==> src/design/psi_pkg.sv <==
// Package for the parameter slide interpolator.
// Holds the lane entry layout, fixed-point constants and divider request and response structs; no dependencies.
package psi_pkg;

  // Round-half constant and fraction width of the 8.8 accumulator.
  localparam logic [15:0] ROUND_HALF = 16'd128;
  localparam int          FRAC_BITS  = 8;
  localparam int          LANE_SLOTS = 8;
  localparam logic        KIND_ARM   = 1'b0;
  localparam logic        KIND_TICK  = 1'b1;

  // One lane of slide state as it sits in the lane memory.
  typedef struct packed {
    logic [15:0] pos_tick;
    logic [15:0] end_tick;
    logic [7:0]  base_value;
    logic [7:0]  final_value;
    logic [15:0] accumulator;
    logic [15:0] slope;
    logic [7:0]  lane_code;
  } lane_entry_t;

  // Control and result lines between the top level and the slope divider.
  typedef struct packed {
    logic        start;
    logic [16:0] dividend;
    logic [15:0] divisor;
  } div_req_t;

  typedef struct packed {
    logic        done;
    logic [15:0] quotient;
  } div_rsp_t;

endpackage

==> src/design/psi_div.sv <==
// Iterative signed-by-unsigned divider for the slide slope, one bit a cycle.
// Depends on psi_pkg for the request and response structs.
module psi_div import psi_pkg::*; (
  input  logic     clk,
  input  logic     rst,
  input  div_req_t req,
  output div_rsp_t rsp
);

  logic [15:0] rem;
  logic [15:0] qm;
  logic [15:0] den;
  logic        neg;
  logic [4:0]  count;
  logic        running;
  logic        done;
  logic [16:0] trial;
  logic        fits;
  logic [16:0] mag_in;

  // Magnitude of the signed dividend; it never exceeds 16 bits.
  assign mag_in = req.dividend[16] ? (17'd0 - req.dividend) : req.dividend;

  // Shift in the next dividend bit and try to subtract the divisor.
  assign trial = {rem, qm[15]};
  assign fits  = trial >= {1'b0, den};

  // Control: count sixteen iterations, then pulse done.
  always_ff @(posedge clk) begin
    if (rst) begin
      running <= 1'b0;
      done    <= 1'b0;
      count   <= 5'd0;
    end else begin
      done <= 1'b0;
      if (req.start) begin
        running <= 1'b1;
        count   <= 5'd0;
      end else if (running) begin
        count <= count + 5'd1;
        if (count == 5'd15) begin
          running <= 1'b0;
          done    <= 1'b1;
        end
      end
    end
  end

  // Datapath: remainder and quotient shift register.
  always_ff @(posedge clk) begin
    if (req.start) begin
      rem <= 16'd0;
      qm  <= mag_in[15:0];
      den <= req.divisor;
      neg <= req.dividend[16];
    end else if (running) begin
      rem <= fits ? 16'(trial - {1'b0, den}) : trial[15:0];
      qm  <= {qm[14:0], fits};
    end
  end

  // Truncation toward zero: negate the magnitude quotient for a negative dividend.
  assign rsp.done     = done;
  assign rsp.quotient = neg ? (16'd0 - qm) : qm;

endmodule

==> src/design/parameter_slide_interpolator_top.sv <==
// Parameter slide interpolator: multi-lane linear glide generator.
// Depends on psi_pkg and instantiates the slope divider psi_div.
//
// Usage:
//   A request is taken at a rising edge where start is high and busy is low.
//   kind = 0 arms lane `lane` with a slide; kind = 1 is one clock tick.
//   An arm request emits nothing. With a non-empty slide the bit-serial slope
//   divider runs and the lane is written back when it is done; an empty slide
//   is written directly and an out-of-range lane is dropped; neither raises busy.
//   A tick request walks the lanes in index order through the lane memory,
//   one lane read per cycle with the read-modify-write in the cycle after
//   each read; lanes past eight do not exist.
//   Each active lane yields one result on lane_index, param_number, value and
//   last, shown for exactly one cycle while valid is high; last marks the final
//   result of the tick. Results are held back one lane so that last is known,
//   so the first result appears only once a later active lane has been read or
//   the walk has ended, and the last one in the cycle after the walk ends.
//   The receiver cannot stall; results are never held off.
//   Reset clears all control state and the per-lane valid bits, so every lane
//   reads as empty (all zero) until it is armed. No clearing pass is needed.
module parameter_slide_interpolator_top import psi_pkg::*; #(
  parameter int NUM_LANES = 8
) (
  input  logic        clk,
  input  logic        rst,
  input  logic        start,
  output logic        busy,
  input  logic        kind,
  input  logic [2:0]  lane,
  input  logic [15:0] start_tick,
  input  logic [15:0] end_tick,
  input  logic [7:0]  start_value,
  input  logic [7:0]  end_value,
  input  logic [7:0]  param_code,
  output logic        valid,
  output logic [2:0]  lane_index,
  output logic [7:0]  param_number,
  output logic [7:0]  value,
  output logic        last
);

  localparam int LANES = (NUM_LANES < LANE_SLOTS) ? NUM_LANES : LANE_SLOTS;
  localparam int LW    = (LANES > 1) ? $clog2(LANES) : 1;
  localparam int SW    = $clog2(LANES + 1);

  typedef enum logic [1:0] {ST_IDLE, ST_DIV, ST_TICK} state_t;

  state_t      state;
  logic [SW-1:0] step;
  logic        s1_vld;
  logic [LW-1:0] s1_idx;

  // Lane memory, its read register and the per-lane valid bits.
  lane_entry_t mem [LANES];
  lane_entry_t rd_data;
  logic        rd_vld;
  logic [LANES-1:0] vld;
  logic [LW-1:0] rd_addr;
  logic        wr_en;
  logic [LW-1:0] wr_addr;
  lane_entry_t wr_data;

  // Latched arm request while the divider runs.
  lane_entry_t arm_entry;
  logic [LW-1:0] arm_lane;

  // Pending result, held until the next one or the end of the walk.
  logic        pend_vld;
  logic [2:0]  pend_lane;
  logic [7:0]  pend_param;
  logic [7:0]  pend_value;
  logic        emit;

  div_req_t    dreq;
  div_rsp_t    drsp;

  logic        accept;
  logic        lane_ok;
  logic [16:0] tick_diff;
  logic        steps_pos;
  logic [8:0]  value_diff;
  lane_entry_t arm_in;

  lane_entry_t cur;
  logic        act;
  logic [15:0] rounded;
  logic [7:0]  ramp_value;
  logic [15:0] acc_next;
  logic [15:0] pos_next;
  logic        fin;
  lane_entry_t upd;
  logic        walk_done;

  psi_div u_div (
    .clk (clk),
    .rst (rst),
    .req (dreq),
    .rsp (drsp)
  );

  assign busy   = (state != ST_IDLE);
  assign accept = start && !busy;

  // Arm decode: lane range, tick span and the scaled value difference.
  assign lane_ok    = {1'b0, lane} < 4'(LANES);
  assign tick_diff  = {end_tick[15], end_tick} - {start_tick[15], start_tick};
  assign steps_pos  = !tick_diff[16] && (tick_diff != 17'd0);
  assign value_diff = {end_value[7], end_value} - {start_value[7], start_value};

  assign dreq.start    = accept && (kind == KIND_ARM) && lane_ok && steps_pos;
  assign dreq.dividend = {value_diff, 8'd0};
  assign dreq.divisor  = tick_diff[15:0];

  always_comb begin
    arm_in             = '0;
    arm_in.pos_tick    = start_tick;
    arm_in.end_tick    = end_tick;
    arm_in.base_value  = start_value;
    arm_in.final_value = end_value;
    arm_in.lane_code   = param_code;
  end

  // Lane step: rounded value, accumulator advance and final-tick check.
  assign cur        = rd_vld ? rd_data : '0;
  assign act        = (cur.lane_code != 8'd0) &&
                      ($signed(cur.pos_tick) < $signed(cur.end_tick));
  assign rounded    = cur.accumulator + ROUND_HALF;
  assign ramp_value = cur.base_value + rounded[15:FRAC_BITS];
  assign acc_next   = cur.accumulator + cur.slope;
  assign pos_next   = cur.pos_tick + 16'd1;
  assign fin        = !($signed(pos_next) < $signed(cur.end_tick));

  always_comb begin
    upd = cur;
    upd.accumulator = acc_next;
    upd.pos_tick    = pos_next;
    if (fin) begin
      upd           = '0;
      upd.lane_code = cur.lane_code;
    end
  end

  assign walk_done = (state == ST_TICK) && (step == SW'(LANES)) && !s1_vld;

  // The pending result goes out when a newer one replaces it or the walk ends.
  assign emit = pend_vld && ((s1_vld && act) || walk_done);

  // Memory address and write port selection.
  assign rd_addr = step[LW-1:0];

  always_comb begin
    wr_en   = 1'b0;
    wr_addr = arm_lane;
    wr_data = arm_entry;
    if (state == ST_IDLE) begin
      wr_en   = accept && (kind == KIND_ARM) && lane_ok && !steps_pos;
      wr_addr = lane[LW-1:0];
      wr_data = arm_in;
    end else if (state == ST_DIV) begin
      wr_en         = drsp.done;
      wr_data.slope = drsp.quotient;
    end else if (state == ST_TICK) begin
      wr_en   = s1_vld && act;
      wr_addr = s1_idx;
      wr_data = upd;
    end
  end

  // Lane memory: one write and one registered read per cycle.
  always_ff @(posedge clk) begin
    if (wr_en) begin
      mem[wr_addr] <= wr_data;
    end
    rd_data <= mem[rd_addr];
  end

  // Valid bits: a lane never written reads as all zero.
  always_ff @(posedge clk) begin
    if (rst) begin
      vld    <= '0;
      rd_vld <= 1'b0;
    end else begin
      if (wr_en) begin
        vld[wr_addr] <= 1'b1;
      end
      rd_vld <= vld[rd_addr];
    end
  end

  // Sequencer with the pending result buffer and registered outputs.
  always_ff @(posedge clk) begin
    if (rst) begin
      state    <= ST_IDLE;
      step     <= '0;
      s1_vld   <= 1'b0;
      s1_idx   <= '0;
      pend_vld <= 1'b0;
      valid    <= 1'b0;
      last     <= 1'b0;
    end else begin
      case (state)
        ST_IDLE: begin
          valid <= 1'b0;
          last  <= 1'b0;
          if (accept) begin
            if (kind == KIND_TICK) begin
              state    <= ST_TICK;
              step     <= '0;
              s1_vld   <= 1'b0;
              pend_vld <= 1'b0;
            end else if (dreq.start) begin
              state     <= ST_DIV;
              arm_entry <= arm_in;
              arm_lane  <= lane[LW-1:0];
            end
          end
        end
        ST_DIV: begin
          valid <= 1'b0;
          last  <= 1'b0;
          if (drsp.done) begin
            state <= ST_IDLE;
          end
        end
        ST_TICK: begin
          s1_vld <= step < SW'(LANES);
          s1_idx <= step[LW-1:0];
          if (step < SW'(LANES)) begin
            step <= step + SW'(1);
          end
          valid <= emit;
          last  <= pend_vld && walk_done;
          if (emit) begin
            lane_index   <= pend_lane;
            param_number <= pend_param;
            value        <= pend_value;
          end
          if (s1_vld && act) begin
            pend_vld   <= 1'b1;
            pend_lane  <= 3'(s1_idx);
            pend_param <= cur.lane_code - 8'd1;
            pend_value <= fin ? cur.final_value : ramp_value;
          end
          if (walk_done) begin
            state    <= ST_IDLE;
            pend_vld <= 1'b0;
          end
        end
        default: begin
          state <= ST_IDLE;
          valid <= 1'b0;
          last  <= 1'b0;
        end
      endcase
    end
  end

endmodule

==> config.mk <==
export PLATFORM = sky130hd
export DESIGN_NAME = parameter_slide_interpolator_top
export DESIGN_NICKNAME = d
export VERILOG_FILES = /design/src/design/psi_pkg.sv /design/src/design/psi_div.sv /design/src/design/parameter_slide_interpolator_top.sv
export SDC_FILE = /design/constraint.sdc
export NUM_CORES = 1
export LEC_CHECK = 0
export BUFFER_PORTS_ARGS = -buffer_cell sky130_fd_sc_hd__buf_2
export CAP_MARGIN = 15
export CORE_ASPECT_RATIO = 0.9
export CORE_MARGIN = 4
export CORE_UTILIZATION = 49
export DETAILED_ROUTE_END_ITERATION = 16
export PLACE_DENSITY = 0.64
export SYNTH_ARGS = -nofsm -noshare
export SYNTH_HDL_FRONTEND = slang
export SYNTH_HIERARCHICAL = 1
export SYNTH_SLANG_ARGS = --single-unit
==> constraint.sdc <==
create_clock -name clk -period 7.5 [get_ports clk]
set_input_delay 0.75 -clock clk [delete_from_list [all_inputs] [get_ports clk]]
set_output_delay 0.75 -clock clk [all_outputs]
set_load 0.01 [all_outputs]
Word level (Yosys, flattened, before mapping)
Memory sizes are Yosys's and may differ from the RTL's. A register that Yosys moved wholly into a read port is not among the register bits.
Cells that the tools add are included.
Operators by class
  muxes and demuxes: 45
  reduce and logical (&&, ||, !) cells: 33
  equal/unequal tests: 11
  add/sub/neg operators: 12
  bitwise operators: 5
  $lt $le $gt $ge: 7
Operator list (number)
  $mux W88: 4
  $mux W16: 6
  $mux W64: 1
  $lt A16 B16 Y1: 2
  $sub A1 B16 Y16 const A: 2
  $ge A17 B16 Y1: 1
  $reduce_bool A17 Y1: 1
  $sub A16 B16 Y17: 1
  $add A16 B1 Y16 const B: 1
  $add A16 B16 Y16: 1
  $add A16 B8 Y16 const B: 1
  $mux W8: 2
  $sub A16 B16 Y16: 1
  $mux W1: 15
  $logic_and A1 B1 Y1: 12
  $mux W4: 3
  $reduce_and A4 Y1: 3
  $mux W2: 5
  $mux W3: 3
  $reduce_and A3 Y1: 3
  $sub A8 B8 Y9: 1
  $add A8 B8 Y8: 1
  $lt A3 B4 Y1 const B: 2
  $or A8 B8 Y8: 1
  other kinds (27): 40
Storage, ports and cells
  memories: 1
  word-level logic and storage cells: 142
  memory bits (writable): 704
  flip-flop bits (word level): 175
  output and inout port bits: 22
  input bits: 63
Memory list
  mem: words 8, width 88, read ports 1, clocked after memory_dff 1, wr ports 1, RTL line parameter_slide_interpolator_top.sv:54  | lane_entry_t mem [LANES];

Depth between registers and ports, before layout
  depth after elaboration: 9
  depth in mapped cells: 24

By module
The synthesis kept the hierarchy.
By module, submodules not included
  parameter_slide_interpolator_top: times used 1, cells each 2193, area each 37450.9 um^2
  psi_div: times used 1, cells each 406, area each 3726.1 um^2

Worst setup path before layout
Ideal clock, no wire load.
  kind: register to register
  start point: reg rd_vld
  end point: mem mem[0][0] in the netlist's numbering, enable pin
  setup time: 0.535 ns
  stages on the path, launching flop included: 18
  clock period less this slack: 7.867 ns
  arrival: 7.332 ns
  required time: 6.965 ns
  path slack: -0.367 ns
  cells stage by stage: dfxtp_1 > buf_4 > clkbuf_1 > clkbuf_1 > clkbuf_1 > clkbuf_1 > buf_1 > nand2_1 > ha_1 > a21o_1 > a211o_1 > o221ai_1 > a21oi_1 > o31ai_1 > nand4b_1 > o21ai_0 > o21bai_2 > nor2_1
On the way
  cells in the longest elaborated chain, start to end: 9
RTL lines
  start, declared: RTL line parameter_slide_interpolator_top.sv:56  | logic rd_vld;
  start signal, assigned: RTL line parameter_slide_interpolator_top.sv:186  | rd_vld <= vld[rd_addr];
  $mux W88 *: RTL line parameter_slide_interpolator_top.sv:124  | assign cur = rd_vld ? rd_data : '0;
  $lt A16 B16 Y1 / $reduce_bool A8 Y1 (equally long branches): RTL line parameter_slide_interpolator_top.sv:126, parameter_slide_interpolator_top.sv:125
  $logic_and A1 B1 Y1 *: RTL line parameter_slide_interpolator_top.sv:125  | assign act = (cur.lane_code != 8'd0) &&
  $logic_and A1 B1 Y1 *: RTL line parameter_slide_interpolator_top.sv:163  | wr_en = s1_vld && act;
  $mux W1 *: RTL line parameter_slide_interpolator_top.sv:162  | end else if (state == ST_TICK) begin
  $mux W1 *: RTL line parameter_slide_interpolator_top.sv:159  | end else if (state == ST_DIV) begin
  $mux W1 *: RTL line parameter_slide_interpolator_top.sv:155  | if (state == ST_IDLE) begin
  $mux W1 *: RTL line parameter_slide_interpolator_top.sv:171  | if (wr_en) begin
  $mux W1 (implied by the code) *: RTL line parameter_slide_interpolator_top.sv:172  | mem[wr_addr] <= wr_data;
  end, declared: RTL line parameter_slide_interpolator_top.sv:54
Every way passes the cells marked *; elsewhere a longest branch is shown, timed or not.

==> results.sh <==
export IMPL_status="completed"
export IMPL_die_y_um=283
export IMPL_grt_pass1_wl_um=147000
export IMPL_cpMostUsedCell="nand3_1"
export IMPL_nFillCells=6453
export IMPL_ys_ff_latch=967
export IMPL_grt_usage_pct=21.8
export IMPL_clk_latency_ns=0.67
export IMPL_clkPwrFrac_pct=38.8
export IMPL_yosys_area_top_type_share_pct=60.8
export IMPL_area_growth_pct=12.6
export IMPL_wl_per_cell_um=24.5
export IMPL_antenna_found_initial=5
export IMPL_die_area_um2=88700
export IMPL_port_buffers=84
export IMPL_clk_pin_slew_ns=0.06
export IMPL_max_slew_worst_pin_slew_ns=1.17
export IMPL_grt_pass1_vias=23200
export IMPL_synth_area_top_cells="edfxtp_1 (61%), mux4_2 (9.7%), dfxtp_1 (6.5%)"
export IMPL_hold_viol=0
export IMPL_cts_sinks=967
export IMPL_seq_area_um2=27700
export IMPL_final_nets=2883
export IMPL_crit_path_start="rd_vld"
export IMPL_critPathArrivalTime_ns=5.82
export IMPL_synth_edf_count=834
export IMPL_die_x_um=314
export IMPL_hold_end="arm_entry[75]"
export IMPL_cts_tree="yes"
export IMPL_critPathLaunchType="flop"
export IMPL_fin_skew_ns=0.0302
export IMPL_rsz0062_at_grt="no"
export IMPL_final_cell_mix="edfxtp_1 (834), mux4_2 (178), nand2_1 (170)"
export IMPL_multi_input_area_um2=12800
export IMPL_cp_num_buf_inv=1
export IMPL_cp_slowest_cell="dfxtp_4"
export IMPL_pwr_share_comb_pct=11.8
export IMPL_cts_resized_gates=0
export IMPL_cts_hold_buf=0
export IMPL_yosysTopAreaCell="edfxtp_1"
export IMPL_drive_gt1_share_pct=20.8
export IMPL_leakage_nw=15.7
export IMPL_p_per_area_nw_per_um2=274
export IMPL_synth_distinct_cells=82
export IMPL_total_power_mw=12.7
export IMPL_fin_crit_sh_pct=73.4
export IMPL_io_pins=85
export IMPL_whs_path_depth=1
export IMPL_r2r_setup_slack_ns=1.99
export IMPL_share_seq_of_total_power_pct=49.3
export IMPL_timing_rr_end="mem[4][40]"
export IMPL_start_util_pct=49.6
export IMPL_root_buffer="clkbuf_16"
export IMPL_ctsLongestPathBuffers=3
export IMPL_cp_required_ns=7.82
export IMPL_synth_area_per_cell_um2=15.8
export IMPL_dr_pass1_iters=5
export IMPL_r2r_start="rd_vld"
export IMPL_wirelength_um=96200
export IMPL_vias_per_cell=5.84
export IMPL_path_cells="and2_1, ha_1, nand3_1, nor2_1, and2_1, nand3_1, nor2_1, xnor2_1, ha_1, nand3_1, or3_1, a21oi_1, o31ai_1, a21oi_1, o22ai_4, buf_4, a2bb2oi_1, o21ai_0"
export IMPL_drtAntennaViolNets=0
export IMPL_crit_path_max_fanout=71
export IMPL_postCtsSetupRepairBufs=0
export IMPL_path_delay_family="compound AO/OA/AOI/OAI gates"
export IMPL_vias=22900
export IMPL_yosysSeqAreaShare_pct=67.3
export IMPL_r2r_cells=18
export IMPL_ys_flop_type="edfxtp_1"
export IMPL_slew_violations=0
export IMPL_path_class="flop to flop"
export IMPL_cpPeakStageDelay_ns=0.88
export IMPL_internal_power_mw=9.60
export IMPL_drtIter0Drc=2323
export IMPL_gp_congestion=0.871
export IMPL_cts_buffers=98
export IMPL_swShare_pct=24.5
export IMPL_syn_inst=2599
export IMPL_max_freq_mhz=182
export IMPL_p_sw_mw=3.12
export IMPL_grt_max_degree=93
export IMPL_final_util_pct=55.9
export IMPL_synthArstFlopShare_pct=0
export IMPL_core_area_um2=83000
export IMPL_yosysWarningCount=6
export IMPL_antenna_cells=0
export IMPL_crit_path_end_kind="flop"
export IMPL_drv_cap=0
export IMPL_fp_row_count=100
export IMPL_htreeDepth=3
export IMPL_irDropWorstVdd_mv=0.231
export IMPL_drc=0
export IMPL_period_minus_slack_ns=5.51
export IMPL_setup_violations=0
export IMPL_hp_class="input port to flop"
export IMPL_hp_start="start_tick[3]"
export IMPL_slew_headroom_pct=21.2
export IMPL_globalRouteOverflowTotal=0
export IMPL_syn_area_um2=41200
export IMPL_final_common_cell="edfxtp_1"
export IMPL_dpl_hpwl_um=58300
## synth_stat cells, types with 20 or more instances
cell / instances
nand2_1: 170
nor2_1: 131
nor2b_1: 40
and2_1: 57
xor2_1: 44
buf_1: 23
dfxtp_1: 133
mux4_2: 178
ha_1: 99
nand3_1: 24
a21o_1: 20
inv_1: 93
clkbuf_1: 90
mux2_2: 88
nor3_1: 21
edfxtp_1: 834
o21ai_0: 92
a21oi_1: 80
a31oi_1: 34
a41oi_1: 21
xnor2_1: 60
## metrics by stage
step / hold WS, ns / TNS [ns] / cell area, µm² / worst slack, ns / std cells
5_1_grt: 0.243 / 0 / 46400 / 1.48 / 3922
4_1_cts: 0.230 / 0 / 46400 / 2.10 / 3921
6_report: 0.279 / 0 / 46400 / 1.99 / 3922
2_1_floorplan: 0.400 / -221.64 / 41300 / -0.367 / 2627
3_5_place_dp: 0.405 / 0 / 43100 / 1.94 / 3737
3_3_place_gp: 0.403 / 0 / 43100 / 2.02 / 3737
## sequential cells by signal (all words and copies together), names as in the netlist, 2 cells and up
| signal | cells |
|---|---|
| u_div/qm | 16 |
| s1_idx | 3 |
| pend_value | 8 |
| vld | 8 |
| u_div/count | 5 |
| lane_index | 3 |
| param_number | 8 |
| mem | 704 |
| step | 4 |
| rd_data | 88 |
| value | 8 |
| state | 2 |
| u_div/den | 16 |
| u_div/rem | 16 |
| arm_entry | 56 |
| pend_param | 8 |
| pend_lane | 3 |
| arm_lane | 3 |
## cell families (layout without fill, tap and decap cells)
group | Yosys count | after routing | synth area share, %
other cells | 1 | 29 | 0.00911
flops | 967 | 967 | 67.3
xor+xnor | 104 | 104 | 2.21
simple gates | 533 | 533 | 6.26
mux | 277 | 277 | 12.4
buf+inv | 224 | 397 | 2.18
compound gates | 389 | 389 | 6.39
fa+ha+maj | 104 | 104 | 3.25
## cell type report
class	instances	share of cell area [%]
flip-flops and latches	967	59.8
multi-input cells	1436	27.5
repair buffers	120	1.77
well taps	1122	3.03
clock buffers	131	5.85
clock inverters	53	1.26
inverters	93	0.753
## per-layer routing
layer | global-route usage, % | wire, µm | part of all wire, %
met3 | 3.79 | 6040 | 6.3
met2 | 33.8 | 44600 | 46
met4 | 4.85 | 1810 | 1.9
met5 | 0 | 0 | 0
met1 | 32.7 | 43800 | 46
## power by group through the flow
stage          Clock, mW  Sequential [mW]  Combinational (mW)
4_1_cts             5.04             6.27                1.49
3_5_place_dp           0             6.38                1.48
5_1_grt             5.28             6.29                1.65
2_1_floorplan          0             6.33                1.10
6_report            4.94             6.27                1.51
3_3_place_gp           0             6.38                1.45
## how the worst max path moves through the flow
stage | endpoint | depth (start not counted)
floorplan | mem[2][0] | 17
detailed placement | mem[3][73] | 15
finish | mem[4][40] | 18
global placement | mem[2][73] | 15
global route | mem[5][61] | 19
CTS | mem[5][40] | 18
Note: power is estimated with default switching activity, not from simulation.
